File: src/hw/rtl/aip_pkg.sv
`timescale 1ns / 1ps
// ----------------------------------------------------------------------------
// aip_pkg
// Shared types, character codes and mode codes for the ASCII integer parser.
// ----------------------------------------------------------------------------
package aip_pkg;

    typedef logic [2:0] mode_t;

    localparam mode_t MODE_S32 = 3'd0;
    localparam mode_t MODE_S64 = 3'd1;
    localparam mode_t MODE_U32 = 3'd2;
    localparam mode_t MODE_U64 = 3'd3;
    localparam mode_t MODE_H32 = 3'd4;
    localparam mode_t MODE_H64 = 3'd5;

    localparam logic [7:0] CH_0     = 8'h30;
    localparam logic [7:0] CH_9     = 8'h39;
    localparam logic [7:0] CH_UA    = 8'h41;
    localparam logic [7:0] CH_UF    = 8'h46;
    localparam logic [7:0] CH_LA    = 8'h61;
    localparam logic [7:0] CH_LF    = 8'h66;
    localparam logic [7:0] CH_MINUS = 8'h2D;
    localparam logic [7:0] CH_PLUS  = 8'h2B;

    // Finished string handed from the accumulator to the output stage
    typedef struct packed {
        logic [63:0] acc;
        logic        negative;
        logic        illegal;
        logic        wide;
    } aip_fin_t;

    typedef struct packed {
        logic       ok;
        logic [3:0] val;
    } aip_digit_t;

    function automatic aip_digit_t aip_digit(input logic [7:0] ch, input logic hex);
        aip_digit_t d;
        logic [7:0] t;
        d = '0;
        t = '0;
        if (ch >= CH_0 && ch <= CH_9)
        begin
            t = ch - CH_0;
            d.ok = 1'b1;
            d.val = t[3:0];
        end
        else if (hex && ch >= CH_UA && ch <= CH_UF)
        begin
            t = ch - CH_UA + 8'd10;
            d.ok = 1'b1;
            d.val = t[3:0];
        end
        else if (hex && ch >= CH_LA && ch <= CH_LF)
        begin
            t = ch - CH_LA + 8'd10;
            d.ok = 1'b1;
            d.val = t[3:0];
        end
        return d;
    endfunction

endpackage

File: src/hw/rtl/aip_if.sv
`timescale 1ns / 1ps
// ----------------------------------------------------------------------------
// aip_if
// Valid/ready channels of the parser: character stream in, result out.
// ----------------------------------------------------------------------------
interface aip_char_if;
    logic       valid;
    logic       ready;
    logic [7:0] char_code;
    logic       last_char;
    logic [2:0] mode;

    modport source (output valid, char_code, last_char, mode, input ready);
    modport sink   (input valid, char_code, last_char, mode, output ready);
endinterface

interface aip_result_if;
    logic        valid;
    logic        ready;
    logic [63:0] value;
    logic        rejected;

    modport source (output valid, value, rejected, input ready);
    modport sink   (input valid, value, rejected, output ready);
endinterface

File: src/hw/rtl/aip_accum.sv
`timescale 1ns / 1ps
// ----------------------------------------------------------------------------
// aip_accum
// Input register and running accumulator; captures a finished string.
// ----------------------------------------------------------------------------
module aip_accum
    import aip_pkg::*;
(
    input  logic              clk,
    input  logic              rst_n,
    aip_char_if.sink          char_in,
    output logic              fin_valid,
    input  logic              fin_ready,
    output aip_fin_t          fin
);

    logic        in_v_reg;
    logic [7:0]  ch_reg;
    logic        last_reg;
    mode_t       in_mode_reg;

    logic [63:0] acc_reg;
    logic        neg_reg;
    logic        ill_reg;
    logic        first_reg;
    mode_t       mode_reg;

    logic        fin_v_reg;
    aip_fin_t    fin_reg;

    logic        fin_free;
    logic        adv;
    logic        take_in;

    mode_t       cur_mode;
    logic        hex;
    logic        sgn;
    logic        bad;
    logic        wide;
    aip_digit_t  dig;
    logic [63:0] acc_base;
    logic [63:0] acc_next;
    logic        neg_next;
    logic        ill_next;
    logic        neg_base;
    logic        ill_base;

    assign fin_free     = !fin_v_reg || fin_ready;
    assign adv          = in_v_reg && (!last_reg || fin_free);
    assign char_in.ready = !in_v_reg || adv;
    assign take_in      = char_in.valid && char_in.ready;

    assign fin_valid = fin_v_reg;
    assign fin       = fin_reg;

    always_comb
    begin
        cur_mode = first_reg ? in_mode_reg : mode_reg;
        acc_base = first_reg ? '0 : acc_reg;
        neg_base = first_reg ? 1'b0 : neg_reg;
        ill_base = first_reg ? 1'b0 : ill_reg;
        hex  = (cur_mode == MODE_H32) || (cur_mode == MODE_H64);
        sgn  = (cur_mode == MODE_S32) || (cur_mode == MODE_S64);
        wide = (cur_mode == MODE_S64) || (cur_mode == MODE_U64) || (cur_mode == MODE_H64);
        bad  = cur_mode > MODE_H64;
        dig  = aip_digit(ch_reg, hex);
        acc_next = acc_base;
        neg_next = neg_base;
        ill_next = ill_base;
        if (!ill_base)
        begin
            priority if (bad)
                ill_next = 1'b1;
            else if (dig.ok)
            begin
                if (hex)
                    acc_next = {acc_base[59:0], 4'b0000} | {60'd0, dig.val};
                else
                    acc_next = {acc_base[60:0], 3'b000} + {acc_base[62:0], 1'b0}
                             + {60'd0, dig.val};
            end
            else if (sgn && first_reg && ch_reg == CH_MINUS)
                neg_next = 1'b1;
            else if (sgn && first_reg && ch_reg == CH_PLUS)
                neg_next = neg_base;
            else
                ill_next = 1'b1;
        end
    end

    always_ff @(posedge clk or negedge rst_n)
    begin
        if (!rst_n)
        begin
            in_v_reg  <= 1'b0;
            fin_v_reg <= 1'b0;
            first_reg <= 1'b1;
            acc_reg   <= '0;
            neg_reg   <= 1'b0;
            ill_reg   <= 1'b0;
            mode_reg  <= MODE_S32;
        end
        else
        begin
            if (take_in)
                in_v_reg <= 1'b1;
            else if (adv)
                in_v_reg <= 1'b0;

            if (adv && last_reg)
                fin_v_reg <= 1'b1;
            else if (fin_ready)
                fin_v_reg <= 1'b0;

            if (adv)
            begin
                mode_reg <= cur_mode;
                if (last_reg)
                begin
                    // rearm for the next string
                    first_reg <= 1'b1;
                    acc_reg   <= '0;
                    neg_reg   <= 1'b0;
                    ill_reg   <= 1'b0;
                end
                else
                begin
                    first_reg <= 1'b0;
                    acc_reg   <= acc_next;
                    neg_reg   <= neg_next;
                    ill_reg   <= ill_next;
                end
            end
        end
    end

    always_ff @(posedge clk)
    begin
        if (take_in)
        begin
            ch_reg      <= char_in.char_code;
            last_reg    <= char_in.last_char;
            in_mode_reg <= char_in.mode;
        end
        if (adv && last_reg)
        begin
            fin_reg.acc      <= acc_next;
            fin_reg.negative <= neg_next;
            fin_reg.illegal  <= ill_next;
            fin_reg.wide     <= wide;
        end
    end

endmodule

File: src/hw/rtl/aip_finish.sv
`timescale 1ns / 1ps
// ----------------------------------------------------------------------------
// aip_finish
// Apply sign, width mask and reject, and hold the result for the sink.
// ----------------------------------------------------------------------------
module aip_finish
    import aip_pkg::*;
(
    input  logic              clk,
    input  logic              rst_n,
    input  logic              fin_valid,
    output logic              fin_ready,
    input  aip_fin_t          fin,
    aip_result_if.source      result
);

    logic        out_v_reg;
    logic [63:0] value_reg;
    logic        rej_reg;
    logic [63:0] value_next;
    logic        load;

    assign fin_ready = !out_v_reg || result.ready;
    assign load      = fin_valid && fin_ready;

    always_comb
    begin
        value_next = fin.negative ? (64'd0 - fin.acc) : fin.acc;
        if (!fin.wide)
            value_next = {32'd0, value_next[31:0]};
        if (fin.illegal)
            value_next = '0;
    end

    always_ff @(posedge clk or negedge rst_n)
    begin
        if (!rst_n)
            out_v_reg <= 1'b0;
        else if (load)
            out_v_reg <= 1'b1;
        else if (result.ready)
            out_v_reg <= 1'b0;
    end

    always_ff @(posedge clk)
    begin
        if (load)
        begin
            value_reg <= value_next;
            rej_reg   <= fin.illegal;
        end
    end

    assign result.valid    = out_v_reg;
    assign result.value    = value_reg;
    assign result.rejected = rej_reg;

endmodule

File: src/hw/rtl/ascii_integer_parse.sv
`timescale 1ns / 1ps
// ----------------------------------------------------------------------------
// ascii_integer_parse
// Converts an ASCII numeric string, one character per transaction, to an
// integer bit pattern in signed/unsigned decimal or hex at 32 or 64 bits.
// ----------------------------------------------------------------------------
// Usage:
//   char_in carries one character per transaction, first to last, with
//   last_char marking the final one. mode is sampled on the first character
//   of each string and held until the string ends.
//   result carries one transaction per string: value (sign applied, 32-bit
//   modes zero-extended) and rejected; a rejected string reports value 0.
//   Throughput: one character per cycle, sustained across string borders,
//   while result.ready stays high. Pipeline: three register stages (input
//   register, accumulator/finish register, output register); the last
//   character passes from the input register to the finish register and
//   then to the output register, which drives result.valid.
//   The per-character path is one shift-add (decimal) or shift-or (hex) of the 64-bit accumulator.
//   Reset clears all valids and rearms for a new string; no clearing pass.
//   Stall: when result.ready is low a full output register holds; a finished
//   string can wait in the finish register and the character in the input
//   register keeps accumulating unless it is a last character, so
//   backpressure reaches char_in.ready only when the output and finish
//   registers both hold a result and a last character waits in the input.
// ----------------------------------------------------------------------------
module ascii_integer_parse
    import aip_pkg::*;
(
    input  logic          clk,
    input  logic          rst_n,
    aip_char_if.sink      char_in,
    aip_result_if.source  result
);

    // Handoff of a finished string between accumulator and output stage
    logic     fin_valid;
    logic     fin_ready;
    aip_fin_t fin;

    // Register each character and advance the running value
    aip_accum u_accum (
        .clk       (clk),
        .rst_n     (rst_n),
        .char_in   (char_in),
        .fin_valid (fin_valid),
        .fin_ready (fin_ready),
        .fin       (fin)
    );

    // Negate, mask to width, drop to zero on reject, and hold for the sink
    aip_finish u_finish (
        .clk       (clk),
        .rst_n     (rst_n),
        .fin_valid (fin_valid),
        .fin_ready (fin_ready),
        .fin       (fin),
        .result    (result)
    );

endmodule
File: src/flat_wrapper.sv
// flat-port wrapper written by rule: the top's interface ports become plain ports
module ascii_integer_parse_flat import aip_pkg::*;
  (clk, rst_n, char_in_valid, char_in_char_code, char_in_last_char, char_in_mode, char_in_ready, result_valid, result_value, result_rejected, result_ready);
  aip_char_if char_in_i ();
  aip_result_if result_i ();
  input  logic clk;
  input  logic rst_n;
  input wire logic [$bits(char_in_i.valid)-1:0] char_in_valid;
  input wire logic [$bits(char_in_i.char_code)-1:0] char_in_char_code;
  input wire logic [$bits(char_in_i.last_char)-1:0] char_in_last_char;
  input wire logic [$bits(char_in_i.mode)-1:0] char_in_mode;
  output wire logic [$bits(char_in_i.ready)-1:0] char_in_ready;
  output wire logic [$bits(result_i.valid)-1:0] result_valid;
  output wire logic [$bits(result_i.value)-1:0] result_value;
  output wire logic [$bits(result_i.rejected)-1:0] result_rejected;
  input wire logic [$bits(result_i.ready)-1:0] result_ready;
  assign char_in_i.valid = char_in_valid;
  assign char_in_i.char_code = char_in_char_code;
  assign char_in_i.last_char = char_in_last_char;
  assign char_in_i.mode = char_in_mode;
  assign char_in_ready = char_in_i.ready;
  assign result_valid = result_i.valid;
  assign result_value = result_i.value;
  assign result_rejected = result_i.rejected;
  assign result_i.ready = result_ready;
  ascii_integer_parse u_core (.clk(clk), .rst_n(rst_n), .char_in(char_in_i), .result(result_i));
endmodule
File: config.mk
export PLATFORM = sky130hd
export DESIGN_NAME = ascii_integer_parse_flat
export DESIGN_NICKNAME = d
export VERILOG_FILES = /design/src/hw/rtl/aip_pkg.sv /design/src/hw/rtl/aip_if.sv /design/src/hw/rtl/aip_accum.sv /design/src/hw/rtl/aip_finish.sv /design/src/hw/rtl/ascii_integer_parse.sv /design/src/flat_wrapper.sv
export SDC_FILE = /design/constraint.sdc
export NUM_CORES = 1
export LEC_CHECK = 0
export ABC_AREA = 1
export ABC_CLOCK_PERIOD_IN_PS = 9300
export CORE_MARGIN = 2
export CORE_UTILIZATION = 59
export CTS_BUF_LIST = sky130_fd_sc_hd__clkbuf_8
export DETAILED_ROUTE_END_ITERATION = 16
export DONT_BUFFER_PORTS = 1
export PLACE_DENSITY_LB_ADDON = 0.2
export SYNTH_ARGS = -nofsm -noshare
export SYNTH_HDL_FRONTEND = slang
export SYNTH_HIERARCHICAL = 1
export SYNTH_SLANG_ARGS = --single-unit
File: constraint.sdc
create_clock -name clk -period 9.3 [get_ports clk]
set_input_delay 1.86 -clock clk [delete_from_list [all_inputs] [get_ports clk]]
set_output_delay 1.86 -clock clk [all_outputs]
set_load 0.01 [all_outputs]
==> flow_summary.yaml <==
synthesis:
  yosys.cell_count.top_type: "nand2_1"
  synth_ff_type: "edfxtp_1"
  synth-edff-count: 144
  yosys-top-cells-count: "854 x nand2_1, 439 x nor2_1, 356 x inv_1"
  synth-seq-cells: 217
  syn_nets: 2880
  netlist_area_sq_mm: 0.0181
  synth_top_area_share: 0.239
  yosys.area.top_type: "edfxtp_1"
  yosys_warnings: 6
  synthArstFlopShare: 0.336
  synth.yosys.seq_area_share: 0.340
  avgSynthCellArea_sq_um: 6.62
  synth_area_leaders: "edfxtp_1 24%, nand2_1 18%, dfrtp_1 10%, nor2_1 9.1%, ha_1 8.8%"
  ys_types: 50
  syn_inst: 2735
finish:
  nFillCells: 2803
  utilization: 0.632
  finalNetCount: 2863
  drive_gt1_frac: 0.0429
  area_growth_pct: 6.27
  final_area_sq_mm: 0.0192
  largest_register_ffs: 67
  diodes: 0
placement:
  dpl-instance-area_sq_mm: 0.0184
  place_hpwl_um: 42400
  port_buffers: 0
  pre_cts_ws_ps: 4370
  place.gp.congestion: 1.01
grt:
  grt_first_pass_wirelength_um: 86000
  grt_pass1_vias: 16600
  grtUsageTotal: 0.345
  grt_max_degree: 80
  antenna_found_initial: 4
  grt_overflow: 0
setup_path:
  cp_cell_sequence: "buf_4 > nor2_1 > nor2_2 > nor2_4 > nand2_1 > nand2_2 > o21ai_0 > inv_1 > fa_1 > fa_1 > nand3_1 > nand2_1 > a21oi_1 > o21ai_0 > nand2_1 > nand4_1 > nand3_1 > nand2_1 > a21boi_0"
  cp_common_cell: "nand2_1"
  start_kind: "flip-flop"
  r2r_cells: 19
  endpoint_kind: "flip-flop"
  worst_ep_required_time_ps: 9620
  slowest_stage: "buf_4"
  r2r_start: "u_core/u_accum/first_reg$_DFFE_PN1P_"
  worst_ep_arrival_time_ps: 5420
  r2r-end: "u_core/u_accum/fin[53]$_DFFE_PP_"
  cpPeakStageDelay_ps: 650
  worstSetupPathType: "flip-flop to flip-flop"
  crit_fanout: 69
  r2r_slack_ps: 4210
clock_tree:
  clk_pin_slew_ps: 60
  hold_buffers: 0
  htreeDepth: 2
  cts_resized: 0
  clk_latency_ps: 570
  cts_root_buf: "clkbuf_8"
  clock_path_buffers: 3
  cts_sinks: 217
  cts_tree: "yes"
  post_cts_buffers: 0
  cts_buffers: 39
power_and_ir_drop:
  power.density_mw_per_mm2: 135
  p_leak_nw: 9.66
  ir_drop_uv: 73.3
worst_hold_path:
  hold_path.class: "flip-flop to flip-flop"
  min_from: "u_core/u_accum/acc_reg[50]$_DFFE_PN0P_"
  whs_endpoint: "u_core/u_accum/acc_reg[50]$_DFFE_PN0P_"
  holdPathStages: 2
die:
  fp.dieH_um: 179
  ios: 83
  die_width_um: 179
  coreArea_sq_mm: 0.0304
  initial_core_util: 0.595
  die_area_sq_mm: 0.0321
  row_count: 64
routing:
  firstDrtPassIters: 7
  drt-vias-per-instance: 5.78
  wl_met2_um: 24100
  final_antenna_net_count: 0
  vias: 18200
  finalWirelength_um: 55000
  wl_per_cell_um: 17.5
  drc: 0
  met1_length_um: 23600
  drtIter0Drc: 2027
  top_layer: "met5"
  wl_met3_um: 5240
sta:
  slew_violations: 0
  fin_crit_sh: 0.548
  rsz0062_at_grt: "no"
  slew_headroom: 0.351
  tightest_slew_ps: 972
  clock-skew-final_ps: 22.5
  timing.setup.tns_ps: 0
  post-route-min-period_ps: 5090
  fmax_ghz: 0.196
  hold_ws_ps: 478
  finalWorstSetupSlack_ps: 4210
  setup_violations: 0
  finalHoldViolCount: 0
status:
  status: "finished, final reports clean"
run:
  drv_cap: 0
-- metal layers --
metal	GRT usage	vias to the layer above
met5	0	-
met4	0.121	6
met3	0.0634	132
met2	0.539	902
met1	0.479	8333
li1	-	8793
-- power breakdown --
part	total (mW)	switching, mW	internal [mW]
clock	0.985	0.428	0.557
combinational	0.448	0.326	0.122
sequential	1.16	0.0542	1.11
total	2.60	0.808	1.79
-- critical path, delay by kind of cell, from the launching register on --
family	cells	cell delay, ps
adders and majority gates	2	1010
AOI/OAI and AO/OA	4	1050
buffers and inverters	2	770
DFF	1	540
and+or+nand+nor	11	1460
-- through the flow --
stage | power, mW | instances
floorplan | 1.48 | 2735
global placement | 1.60 | 3073
detailed placement | 1.61 | 3073
CTS | 2.59 | 3145
global route | 2.70 | 3145
finish | 2.60 | 3145
-- kinds of logic after synthesis --
group | count (synthesis) | share of synthesized area
fa+ha+maj | 129 | 0.0900
mux | 1 | 0.000553
buf+inv | 429 | 0.0921
simple gates | 1559 | 0.349
compound gates | 392 | 0.124
flops | 217 | 0.340
xor+xnor | 8 | 0.00387
-- how the worst max path moves through the flow --
| stage | startpoint | end | slack (ps) | depth (start not counted) |
|---|---|---|---|---|
| floorplan | result_ready | u_core/u_finish/result.rejected$_DFFE_PP_ | 3750 | 2 |
| global placement | u_core/u_accum/first_reg$_DFFE_PN1P_ | u_core/u_accum/fin[53]$_DFFE_PP_ | 4440 | 19 |
| detailed placement | u_core/u_accum/first_reg$_DFFE_PN1P_ | u_core/u_accum/fin[53]$_DFFE_PP_ | 4370 | 19 |
| CTS | u_core/u_accum/first_reg$_DFFE_PN1P_ | u_core/u_accum/fin[53]$_DFFE_PP_ | 4350 | 19 |
| global route | u_core/u_accum/first_reg$_DFFE_PN1P_ | u_core/u_accum/fin[47]$_DFFE_PP_ | 3990 | 24 |
| finish | u_core/u_accum/first_reg$_DFFE_PN1P_ | u_core/u_accum/fin[53]$_DFFE_PP_ | 4210 | 19 |
-- layout make-up --
cell class                 count  area [sq um]  share of cell area
inverter                     361          1360              0.0705
sequential                   217          6150               0.320
timing repair buffer          10          75.1             0.00390
clock buffer                  41           564              0.0293
tap                          396           495              0.0258
clock inverter                31           283              0.0147
multi-input combinational   2089         10300               0.536
-- placed cells by master, fill, tap and decap left out, types with 18 or more instances in the layout --
cell type and count:
a21boi_0 38, a21oi_1 165, clkbuf_8 41, dfrtp_1 72
edfxtp_1 144, ha_1 127, inv_1 363, nand2_1 854
nand3_1 183, nor2_1 436, nor3_1 24, o211ai_1 18
o21ai_0 110
Note: power is estimated with default switching activity, not from simulation.
